<file path="config.mk">
export PLATFORM = sky130hd
export DESIGN_NAME = ir_pulse_width_decoder
export DESIGN_NICKNAME = d
export VERILOG_FILES = /design/src/design/ipwd_pkg.sv /design/src/design/ipwd_classify.sv /design/src/design/ir_pulse_width_decoder.sv
export SDC_FILE = /design/constraint.sdc
export NUM_CORES = 1
export LEC_CHECK = 0
export BUFFER_PORTS_ARGS = -buffer_cell sky130_fd_sc_hd__buf_2
export CORE_UTILIZATION = 53
export DETAILED_ROUTE_END_ITERATION = 10
export PLACE_DENSITY = 0.79
export SLEW_MARGIN = 10
export SYNTH_ARGS = -nofsm -noshare
export SYNTH_HDL_FRONTEND = slang
export SYNTH_SLANG_ARGS = --single-unit
</file>
<file path="constraint.sdc">
create_clock -name clk -period 4.2 [get_ports clk]
set_input_delay 0.84 -clock clk [delete_from_list [all_inputs] [get_ports clk]]
set_output_delay 0.84 -clock clk [all_outputs]
set_load 0.05 [all_outputs]
</file>
<file path="src/design/ipwd_pkg.sv">
// Shared types and constants for the IR pulse-width decoder.
package ipwd_pkg;

  localparam int TS_W      = 16;
  localparam int CMD_W     = 4;
  localparam int CFG_IDX_W = 3;
  localparam int CFG_W     = 16;

  localparam logic [CFG_W-1:0] HEADER_MIN_RST = 16'd1800;
  localparam logic [CFG_W-1:0] HEADER_MAX_RST = 16'd3600;
  localparam logic [CFG_W-1:0] ZERO_MIN_RST   = 16'd600;
  localparam logic [CFG_W-1:0] ZERO_MAX_RST   = 16'd2100;
  localparam logic [CFG_W-1:0] ONE_MIN_RST    = 16'd3000;
  localparam logic [CFG_W-1:0] ONE_MAX_RST    = 16'd6600;

  typedef enum logic [CFG_IDX_W-1:0] {
    REG_HEADER_MIN = 3'd0,
    REG_HEADER_MAX = 3'd1,
    REG_ZERO_MIN   = 3'd2,
    REG_ZERO_MAX   = 3'd3,
    REG_ONE_MIN    = 3'd4,
    REG_ONE_MAX    = 3'd5
  } cfg_reg_t;

  typedef struct packed {
    logic [CFG_W-1:0] header_min;
    logic [CFG_W-1:0] header_max;
    logic [CFG_W-1:0] zero_min;
    logic [CFG_W-1:0] zero_max;
    logic [CFG_W-1:0] one_min;
    logic [CFG_W-1:0] one_max;
  } windows_t;

  typedef struct packed {
    logic is_header;
    logic is_zero;
    logic is_one;
  } burst_class_t;

endpackage

</file>
<file path="src/design/ipwd_classify.sv">
// Burst width measurement and window classification.
module ipwd_classify
  import ipwd_pkg::*;
(
  input  logic [TS_W-1:0] timestamp,
  input  logic [TS_W-1:0] burst_start,
  input  windows_t        win,
  output burst_class_t    cls
);

  logic [TS_W-1:0] width;

  // wraps modulo 2^16
  assign width = timestamp - burst_start;

  assign cls.is_header = (width > win.header_min) && (width < win.header_max);
  assign cls.is_zero   = (width > win.zero_min)   && (width < win.zero_max);
  assign cls.is_one    = (width > win.one_min)    && (width < win.one_max);

endmodule

</file>
<file path="src/design/ir_pulse_width_decoder.sv">
// Top level of the IR pulse-width decoder.
//
//   channel   dir  handshake                 payload
//   s_axis    in   s_axis_tvalid/tready      tuser: line_level, tdata: timestamp
//   m_axis    out  m_axis_tvalid/tready      tdata: command
//   cfg       in   cfg_we                    cfg_index, cfg_data
//
// One edge event per cycle, unless a stalled result blocks the input. An event
// is taken into the input register; the classifier and state update then move
// it into the result register. Reset clears control state and restores the
// window registers. A stalled result holds the result register and the input
// register; an empty input register still takes one transaction.
module ir_pulse_width_decoder
  import ipwd_pkg::*;
#(
  parameter int FRAME_BITS = 4  // 1 to 16
) (
  input  logic                 clk,
  input  logic                 rst,

  input  logic                 s_axis_tvalid,
  output logic                 s_axis_tready,
  input  logic [TS_W-1:0]      s_axis_tdata,  // [15:0] timestamp
  input  logic                 s_axis_tuser,  // [0] line_level

  output logic                 m_axis_tvalid,
  input  logic                 m_axis_tready,
  output logic [7:0]           m_axis_tdata,  // [3:0] command, [7:4] zero

  input  logic                 cfg_we,
  input  logic [CFG_IDX_W-1:0] cfg_index,
  input  logic [CFG_W-1:0]     cfg_data
);

  localparam int CntW = $clog2(FRAME_BITS + 1);

  windows_t         win;
  logic             in_valid;
  logic             in_level;
  logic [TS_W-1:0]  in_ts;
  logic             advance;

  logic [TS_W-1:0]  burst_start;
  logic             receiving;
  logic [CntW-1:0]  bits_received;
  logic [CMD_W-1:0] shift_word;
  logic [CMD_W-1:0] command;

  burst_class_t     cls;
  logic [CntW-1:0]  bits_received_next;
  logic [CMD_W-1:0] shift_word_next;
  logic             frame_done;

  assign advance       = !m_axis_tvalid || m_axis_tready;
  assign s_axis_tready = !in_valid || advance;

  always_ff @(posedge clk) begin
    if (rst) begin
      win.header_min <= HEADER_MIN_RST;
      win.header_max <= HEADER_MAX_RST;
      win.zero_min   <= ZERO_MIN_RST;
      win.zero_max   <= ZERO_MAX_RST;
      win.one_min    <= ONE_MIN_RST;
      win.one_max    <= ONE_MAX_RST;
    end else if (cfg_we) begin
      unique case (cfg_reg_t'(cfg_index))
        REG_HEADER_MIN: win.header_min <= cfg_data;
        REG_HEADER_MAX: win.header_max <= cfg_data;
        REG_ZERO_MIN:   win.zero_min   <= cfg_data;
        REG_ZERO_MAX:   win.zero_max   <= cfg_data;
        REG_ONE_MIN:    win.one_min    <= cfg_data;
        REG_ONE_MAX:    win.one_max    <= cfg_data;
        default: ;
      endcase
    end
  end

  always_ff @(posedge clk) begin
    if (rst) begin
      in_valid <= 1'b0;
    end else if (s_axis_tready) begin
      in_valid <= s_axis_tvalid;
    end
  end

  always_ff @(posedge clk) begin
    if (s_axis_tready && s_axis_tvalid) begin
      in_level <= s_axis_tuser;
      in_ts    <= s_axis_tdata;
    end
  end

  ipwd_classify u_classify (
    .timestamp   (in_ts),
    .burst_start (burst_start),
    .win         (win),
    .cls         (cls)
  );

  assign bits_received_next = bits_received + 1'b1;
  assign shift_word_next    = {shift_word[CMD_W-2:0], cls.is_one && !cls.is_zero};
  assign frame_done         = (bits_received_next == CntW'(FRAME_BITS));

  always_ff @(posedge clk) begin
    if (rst) begin
      burst_start   <= '0;
      receiving     <= 1'b0;
      bits_received <= '0;
      shift_word    <= '0;
      m_axis_tvalid <= 1'b0;
    end else if (advance) begin
      m_axis_tvalid <= 1'b0;
      if (in_valid) begin
        if (!in_level) begin
          burst_start <= in_ts;
        end else if (cls.is_header) begin
          receiving     <= 1'b1;
          bits_received <= '0;
          shift_word    <= '0;
        end else if (receiving) begin
          if (cls.is_zero || cls.is_one) begin
            shift_word    <= shift_word_next;
            bits_received <= bits_received_next;
            if (frame_done) begin
              receiving     <= 1'b0;
              m_axis_tvalid <= 1'b1;
            end
          end else begin
            receiving <= 1'b0;
          end
        end
      end
    end
  end

  always_ff @(posedge clk) begin
    if (advance) begin
      command <= shift_word_next;
    end
  end

  assign m_axis_tdata = {{(8 - CMD_W){1'b0}}, command};

endmodule

</file>
Word level (Yosys, flattened, before mapping)
Index checks and enable logic that the tools add are counted.
- register bits: 142
- output and inout port bits: 10
- word-level logic and storage cells: 69
- input port bits: 41
- bitwise gates (word level): 1
- reductions and logical operators: 23
- magnitude comparators: 6
- equality and inequality tests: 6
- $add $sub $neg: 2
- multiplexer cells: 16
- operators by type and width (cell ; count):
    > comparator 16 bit ; 3
    less-than comparator 16 bit ; 3
    2-to-1 mux 3 bit ; 6
    subtractor 16 bit ; 1
    AND reduction 2 bit ; 6
    2-to-1 mux 1 bit ; 10
    equality test 3 bit, second input constant ; 3
    equality test 3 x 2 -> 1 bit, second input constant ; 2
    AND reduction 3 bit ; 2
    logical AND 1 bit ; 5
    AND reduction 5 bit ; 1
    nonzero test 2 bit ; 2
    adder 3 x 1 -> 3 bit, second input constant ; 1
    equality test 3 x 1 -> 1 bit, second input constant ; 1
    zero test 1 bit ; 3
    zero test 3 bit ; 1
    logical OR 1 bit ; 3
    inverter 1 bit ; 1

Longest topological paths before layout
Gate-level depths: netlist of the first run.
- depth in word-level cells: 9
- depth in mapped cells: 22
- mapped depth without buffers: 20

Hierarchy
Synthesis of the first run repeated with hierarchy kept, for this count alone.
- cells, all modules: 1041
- area, all modules: 8625.8 um^2
- modules (own cells, without submodules) (module ; cells each ; times used ; sequential area each (um^2) ; area each (um^2)):
    ir_pulse_width_decoder ; 593 ; 1 ; 3052.9 ; 5385.2
    ipwd_classify ; 448 ; 1 ; 0.0 ; 3240.6

Worst setup path after synthesis of the first run
OpenSTA, ideal clock, no wires.
- path type: reg2reg
- start point: reg in_ts[0]
- end point: reg bits_received[1]
- arrival time: 3976 ps
- period minus slack after synthesis: 4044 ps
- data required time: 4131 ps
- cell stages (with the launch flop): 22
- slack: 156 ps
- library setup time: 69 ps
- buffers on the path: 1
- cell sequence: edfxtp_1 inv_1 ha_1 fa_1 nor2b_1 o21ai_1 a21boi_1 o211ai_1 a21oi_1 o31ai_1 a21oi_1 xor2_1 ha_1 a21oi_1 nand2_1 a21o_1 a2111o_1 nand4b_1 nor2b_1 buf_6 mux2_4 a21oi_2
- cells in the longest elaborated chain, start to end: 6
- elaborated cells on any way between the ends: 15
- classes of those cells: 1 x add/sub; 6 x order compare; 1 x mux; 7 x reduce/logical
- ends and longest elaborated chain (element ; line ; source):
    start, declared ; ir_pulse_width_decoder.sv:40 ; logic [TS_W-1:0] in_ts;
    start signal, assigned ; ir_pulse_width_decoder.sv:89 ; in_ts <= s_axis_tdata;
    subtractor 16 bit * ; ipwd_classify.sv:14 ; assign width = timestamp - burst_start;
    > comparator 16 bit, or another cell as far along ; ipwd_classify.sv:17 ; assign cls.is_zero = (width > win.zero_min) && (width < win.zero_max);
    logical AND 1 bit (on tied branches) ; ipwd_classify.sv:17, ipwd_classify.sv:18 ;
    logical OR 1 bit ; ir_pulse_width_decoder.sv:121 ; if (cls.is_zero || cls.is_one) begin
    nonzero test 2 bit (no line) ; -- ;
    AND reduction 5 bit (no line) ; -- ;
    end signal, assigned ; ir_pulse_width_decoder.sv:123 ; bits_received <= bits_received_next;
    end, declared ; ir_pulse_width_decoder.sv:45 ; logic [CntW-1:0] bits_received;
Every way passes the cells marked *; elsewhere a longest branch is shown, timed or not.
A chain may end at the register's enable or synchronous reset.

Worst setup path after layout of the first run
- start point: reg in_ts[8]
- end point: reg bits_received[2]
The elaborated chain is that of the path after synthesis.

==> reports/results.ini, run 1 <==
[clock_tree]
cts_max_path_buffers = 2
h-tree-depth = 4
clk_latency_ns = 0.44
cts_tree = done
clockRootBuffer = clkbuf_16
cts_sinks = 142
cts_hold_buffers = 0
cts_buffers = 17
clk_pin_slew_ns = 0.06

[global_routing]
grtUsageMet3 = 0.0599
grtUsageMet2 = 0.462
busiest_layer = met2
overflow = 0
grt_use_total = 0.282
grt_max_degree = 93
grt_pass1_vias = 6739
antenna_found_initial = 0
grt_use_met1 = 0.357
grt_pass1_wl_mm = 34.2

[synthesis]
syn_area_per_cell_um2 = 8.17
synth_area_mm2 = 0.00806
ys_ff_latch = 142
synth_cell_type_count = 53
synth_async_sr_flop_share = 0
synth_warnings = 0
synth-main-ff-cell = dfxtp_1
synth_edf_count = 21
synthCells = 987
synth_seq_area_share = 0.379

[place]
portBuffers = 46
gp_congestion = 0.919
hpwl_mm = 14.5
dpl-instance-area_mm2 = 0.00859

[job]
maxCapViolations = 0

[route]
vias_per_cell = 5.82
num_vias = 7309
detail-route-antenna-nets = 0
firstDrtPassIters = 9
detail_route.wl_per_cell_um = 17.9
drtIter0Drc = 622
wirelength_mm = 22.5
drc = 3

[worst_setup_path]
path_delay_family = compound AO/OA/AOI/OAI gates
required_ns = 4.56
cp_num_buf_inv = 1
worstPathMaxFanout = 7
reg2reg_from = in_ts[8]$_DFFE_PP_
crit_path_start_kind = register
path_cells = ha_4, a21o_1, a21oi_2, nor2b_1, a31oi_2, a31oi_4, a21o_1, a21oi_2, xnor2_2, buf_4, ha_1, nand4_1, nor4_4, a21oi_1, nand2_1, a211o_4, nand4b_1, mux2_4, a21oi_2
end_kind = register
worstSetupPathType = reg -> reg
r2r-end = bits_received[2]$_SDFFE_PP0P_
critPathArrivalTime_ns = 4.69
cp_common_cell = a21oi_2
r2r_setup_slack_ns = -0.13
max_stage_delay_ns = 0.44
r2r_cells = 19
crit_slowest_cell = edfxtp_1

[final_layout]
stdcell_area_mm2 = 0.00976
ff_latch_area_mm2 = 0.00305
final_net_count = 1211
num_antenna_cells = 0
fillers = 1108
area_growth_pct = 21.0
layout_commonest_cell = nand2_1
mostFrequentLayoutCells = nand2_1 (223), dfxtp_1 (121), inv_1 (114), a21oi_1 (114), ha_1 (102)
drive_gt1_frac = 0.182
multi_input_area_mm2 = 0.00487

[run_status]
status = complete, but fails checks
violations = DRC, setup timing

[timing]
period_needed_ns = 4.33
finalSetupViolCount = 8
fin_setup_tns_ns = -0.660
maxSlewHeadroom = 0.178
hold_viol_final = 0
worst_slew_pin_slew_ns = 1.23
whs_ns = 0.453
min_period_over_period = 1.03
fmax_ghz = 0.231
rsz0062_at_grt = yes
finClkSkew_ns = 0.00738
slew_violations = 0
worst_slack_ns = -0.127

[floorplan]
die_y_um = 125
fp.dieW_um = 125
num_rows = 44
core_area_mm2 = 0.0147
initial_core_util = 0.549
ios = 51
dieArea_mm2 = 0.0157

[power_and_ir_drop]
vdd_ir_drop_max_mv = 0.367
power.density_mw_per_mm2 = 445
leakage_uw = 0.00395

[hold_path]
holdPathStages = 2
min_to = win[32]$_SDFFE_PP0P_
min-delay-start = win[32]$_SDFFE_PP0P_
holdCritPathClass = reg -> reg

-- layout make-up --
type                            count  area share
Timing Repair Buffer               90      0.0594
Multi-Input combinational cell    691       0.499
Sequential cell                   142       0.313
Clock buffer                       21      0.0461
Inverter                          117      0.0450
Tap cell                          184      0.0236
Clock inverter                     11      0.0145
-- worst max path at each step --
| stage | slack, ns | start | depth (start not counted) | endpoint |
|---|---|---|---|---|
| after floorplan | 0.16 | in_ts[0]$_DFFE_PP_ | 21 | bits_received[1]$_SDFFE_PP0P_ |
| after global placement | -0.10 | in_ts[0]$_DFFE_PP_ | 20 | bits_received[1]$_SDFFE_PP0P_ |
| after detailed placement | -0.21 | in_ts[0]$_DFFE_PP_ | 20 | shift_word[1]$_SDFFE_PP0P_ |
| after CTS | -0.02 | in_ts[0]$_DFFE_PP_ | 22 | bits_received[0]$_SDFFE_PP0P_ |
| after global routing | -0.41 | in_ts[8]$_DFFE_PP_ | 19 | bits_received[1]$_SDFFE_PP0P_ |
| final | -0.13 | in_ts[8]$_DFFE_PP_ | 19 | bits_received[2]$_SDFFE_PP0P_ |
-- state kept, by name, summed over array words and instances (netlist names) --
name           cells
in_ts             16
in_valid           1
bits_received      3
in_level           1
command            4
m_axis_tvalid      1
burst_start       16
win               96
shift_word         3
receiving          1
-- layer usage --
| metal | up-vias | routed length, um |
|---|---|---|
| li1 | 3506 | - |
| met1 | 3426 | 9410 |
| met2 | 316 | 10600 |
| met3 | 61 | 1680 |
| met4 | 0 | 805 |
| met5 | - | 0 |
-- power breakdown --
part	internal [uW]	switching [uW]	total, uW
logic	553	761	1310
registers	1450	42.4	1490
clock network	946	588	1530
total	2950	1390	4340
-- synthesized netlist by cell type (10+ instances only) --
cell	n	area, um^2
nand2_1	224	841
a21oi_1	125	626
dfxtp_1	121	2420
inv_1	116	435
ha_1	110	1380
clkbuf_1	33	124
o211ai_1	32	240
nor2_1	24	90.1
edfxtp_1	21	631
nand4_1	19	119
nand3_1	18	90.1
a21o_1	11	82.6
nor2b_1	11	68.8
xnor2_1	11	96.3
nor3_1	10	50.1
o21ai_0	10	50.1
-- kinds of logic (layout without fill, tap and decap cells) --
group / after synthesis / count (layout) / share of synthesized area
buffers and inverters: 158 / 239 / 0.0773
multiplexers: 4 / 4 / 0.00745
other: 1 / 4 / 0.000465
adder cells (fa/ha/maj): 111 / 111 / 0.173
XOR/XNOR: 14 / 14 / 0.0152
flip-flops: 142 / 142 / 0.379
AND/OR/NAND/NOR: 328 / 328 / 0.175
AO/OA/AOI/OAI: 229 / 230 / 0.173
-- metrics by stage --
stage,setup slack (ns),util,power (uW),std cells
2_1_floorplan,0.156,-,2240,990
3_3_place_gp,-0.103,0.584,2540,1209
3_5_place_dp,-0.208,0.584,2570,1209
4_1_cts,-0.0187,0.639,4170,1251
5_1_grt,-0.409,0.664,4540,1256
6_report,-0.127,0.664,4340,1256
-- worst min-delay path, cell delays in order, from the launching register on --
cell and delay [ns]:
dfxtp_1 0.31, nand2_1 0.05, a21oi_1 0.05
-- repair_timing --
action                                 4_1_cts  5_1_grt
endpoints found under the hold margin        0        0
cloned                                       0        1
pin swaps                                   17       33
buffers inserted                            10        4
setup endpoints to repair                    9        9
resized for setup                           28       53
Power figures use the tool's default switching activity.
==> run 2: changes to the inputs <==
--- a/config.mk
+++ b/config.mk
@@ -8,7 +8,9 @@
 export BUFFER_PORTS_ARGS = -buffer_cell sky130_fd_sc_hd__buf_2
 export CORE_UTILIZATION = 53
 export DETAILED_ROUTE_END_ITERATION = 10
+export GPL_TIMING_DRIVEN = 0
 export PLACE_DENSITY = 0.79
+export REMOVE_ABC_BUFFERS = 1
 export SLEW_MARGIN = 10
 export SYNTH_ARGS = -nofsm -noshare
 export SYNTH_HDL_FRONTEND = slang
==> run 2 against run 1 <==
Net effect: the run ends with setup timing left; cell area is 0.60% lower; non-clock buffer count is 12 lower; setup slack worse by 0.11 ns; die area stayed put; largest cell class unchanged; critical endpoint is now shift_word[1]$_SDFFE_PP0P_; power is 1.1% higher; count of clock-buffer cells in the layout is 2 higher; clock skew hardly changed; sequential power hardly changed; via count is 0.97% lower; global-route usage hardly changed; critical path depth is 1 higher.
==> reports/results.ini, run 2 (synthesis gave the netlist of run 1 again) <==
[floorplan]
die_y_um = 125  ; unchanged
fp.dieW_um = 125  ; unchanged
dieArea_mm2 = 0.0157  ; unchanged
num_rows = 44  ; unchanged
core_area_mm2 = 0.0147  ; unchanged
initial_core_util = 0.549  ; unchanged
ios = 51  ; unchanged

[timing]
finClkSkew_ns = 0.00787  ; was 0.00738 ns
hold_viol_final = 0  ; unchanged
period_needed_ns = 4.44  ; was 4.33 ns
fmax_ghz = 0.225  ; was 0.231 GHz
slew_violations = 0  ; unchanged
min_period_over_period = 1.06  ; was 1.03
worst_slew_pin_slew_ns = 1.17  ; was 1.23 ns
finalSetupViolCount = 9  ; was 8
worst_slack_ns = -0.240  ; was -0.127 ns
rsz0062_at_grt = yes  ; unchanged
fin_setup_tns_ns = -1.48  ; was -0.660 ns
maxSlewHeadroom = 0.219  ; was 0.178

[worst_setup_path]
path_cells = inv_2, ha_4, fa_2, nor2b_2, o21ai_2, a21boi_2, o211ai_1, a21oi_2, o31ai_4, a21oi_2, xor2_2, ha_1, a21oi_2, nand2_1, a21o_1, a2111o_1, nand4b_1, nor2b_4, mux2_4, a21oi_2  ; was ha_4, a21o_1, a21oi_2, nor2b_1, a31oi_2, a31oi_4, a21o_1, a21oi_2, xnor2_2, buf_4, ha_1, nand4_1, nor4_4, a21oi_1, nand2_1, a211o_4, nand4b_1, mux2_4, a21oi_2
max_stage_delay_ns = 0.40  ; was 0.44 ns
worstPathMaxFanout = 5  ; was 7
critPathArrivalTime_ns = 4.81  ; was 4.69 ns
required_ns = 4.57  ; was 4.56 ns
worstSetupPathType = reg -> reg  ; unchanged
cp_common_cell = a21oi_2  ; unchanged
crit_slowest_cell = fa_2  ; was edfxtp_1
end_kind = register  ; unchanged
crit_path_start_kind = register  ; unchanged
cp_num_buf_inv = 1  ; unchanged
path_delay_family = compound AO/OA/AOI/OAI gates  ; unchanged

[place]
portBuffers = 46  ; unchanged
dpl-instance-area_mm2 = 0.00844  ; was 0.00859 mm^2
gp_congestion = 0.860  ; was 0.919
hpwl_mm = 13.8  ; was 14.5 mm

[clock_tree]
cts_sinks = 142  ; unchanged
clk_latency_ns = 0.43  ; was 0.44 ns
cts_max_path_buffers = 2  ; unchanged
cts_tree = done  ; unchanged
h-tree-depth = 4  ; unchanged
cts_buffers = 17  ; unchanged
clk_pin_slew_ns = 0.06  ; about the same
cts_hold_buffers = 0  ; unchanged
clockRootBuffer = clkbuf_16  ; unchanged

[route]
drc = 0  ; was 3
detail_route.wl_per_cell_um = 17.8  ; was 17.9 um
drtIter0Drc = 528  ; was 622
num_vias = 7238  ; was 7309
firstDrtPassIters = 7  ; was 9
detail-route-antenna-nets = 0  ; unchanged
vias_per_cell = 5.81  ; was 5.82
wirelength_mm = 22.2  ; was 22.5 mm

[global_routing]
overflow = 0  ; unchanged
grt_use_total = 0.282  ; about the same
grt_max_degree = 54  ; was 93
grt_pass1_vias = 6911  ; was 6739
antenna_found_initial = 0  ; unchanged
grt_pass1_wl_mm = 34.5  ; was 34.2 mm

[power_and_ir_drop]
power.density_mw_per_mm2 = 452  ; was 445 mW/mm^2
leakage_uw = 0.00392  ; was 0.00395 uW
vdd_ir_drop_max_mv = 0.303  ; was 0.367 mV

[final_layout]
final_net_count = 1200  ; was 1211
stdcell_area_mm2 = 0.00970  ; was 0.00976 mm^2
fillers = 1109  ; was 1108
layout_commonest_cell = nand2_1  ; unchanged
reg_top3 = win: 96 flops, burst_start: 16 flops, in_ts: 16 flops  ; unchanged
largest_reg_flops = 96  ; unchanged
num_antenna_cells = 0  ; unchanged
largest_register = win  ; unchanged
multi_input_area_mm2 = 0.00483  ; was 0.00487 mm^2
area_growth_pct = 20.3  ; was 21.0%
mostFrequentLayoutCells = nand2_1 (223), dfxtp_1 (121), a21oi_1 (116), inv_1 (115), ha_1 (104)  ; was nand2_1 (223), dfxtp_1 (121), inv_1 (114), a21oi_1 (114), ha_1 (102)
ff_latch_area_mm2 = 0.00305  ; unchanged
drive_gt1_frac = 0.172  ; was 0.182

[run_status]
status = complete, but fails checks  ; unchanged
violations = setup timing  ; was DRC, setup timing

[job]
maxCapViolations = 0  ; unchanged

[hold_path]
holdCritPathClass = reg -> reg  ; unchanged

==> run 2: cell count changes in the layout (fill, tap and decap cells not counted), sizes merged <==
cell / previous run / this run
inv: 119 / 118
clkbuf: 21 / 23
clkinv: 4 / 2
clkinvlp: 2 / 3
buf: 90 / 78
nor2b: 11 / 12
==> run 2: per-stage QoR <==
stage | instances | power (uW) | utilization | setup slack, ns | hold WS (ns)
detailed placement | 1185 | 2490 | 0.574 | -1.01 | 0.447
finish | 1245 | 4390 | 0.660 | -0.240 | 0.455
floorplan | 949 | 2200 | - | -0.121 | 0.430
CTS | 1235 | 4220 | 0.642 | -0.0283 | 0.454
global route | 1245 | 4580 | 0.660 | -0.447 | 0.466
global placement | 1179 | 2440 | 0.568 | -0.960 | 0.441
==> run 2: final timing paths <==
kind                        startpoint                    endpoint  slack [ns]  cells past startpoint
hold / removal    win[46]$_SDFFE_PP0P_        win[46]$_SDFFE_PP0P_        0.46                      2
hold reg to reg   win[46]$_SDFFE_PP0P_        win[46]$_SDFFE_PP0P_        0.46                      2
setup / recovery    in_ts[0]$_DFFE_PP_  shift_word[1]$_SDFFE_PP0P_       -0.24                     20
setup reg to reg    in_ts[0]$_DFFE_PP_  shift_word[1]$_SDFFE_PP0P_       -0.24                     20
==> run 2: area by class of cell <==
type,instances,area share
multi-input cells,692,0.498
clock buffers,23,0.0504
inverters,117,0.0453
clock inverters,9,0.0135
repair buffers,78,0.0540
flip-flops and latches,142,0.315
well taps,184,0.0237
==> run 2: worst register-to-register path, cell delays in order (launching register included) <==
cell and delay [ns]:
edfxtp_1 0.36, inv_2 0.05, ha_4 0.16, fa_2 0.40, nor2b_2 0.16, o21ai_2 0.10, a21boi_2 0.19, o211ai_1 0.16
a21oi_2 0.24, o31ai_4 0.11, a21oi_2 0.20, xor2_2 0.27, ha_1 0.32, a21oi_2 0.14, nand2_1 0.07, a21o_1 0.18
a2111o_1 0.28, nand4b_1 0.19, nor2b_4 0.33, mux2_4 0.34, a21oi_2 0.12
==> run 2: per-layer routing <==
metal | vias up | wire, um | share of wire | GRT usage
met5 | - | 0 | 0 | 0
met4 | 0 | 1110 | 0.050 | 0.146
met3 | 92 | 1610 | 0.073 | 0.0496
met2 | 310 | 10500 | 0.47 | 0.481
met1 | 3360 | 8960 | 0.40 | 0.340
li1 | 3476 | - | - | -
==> run 2: power breakdown <==
part | switching [uW] | internal (uW) | total (uW)
clock network | 585 | 1000 | 1590
logic | 767 | 540 | 1310
registers | 44.7 | 1450 | 1490
==> run 2: timing repair <==
action	4_1_cts	5_1_grt
resized for setup	38	32
buffers inserted	18	11
pin swaps	11	35
setup endpoints to repair	9	9
gates cloned	1	1
hold endpoints to repair	0	0
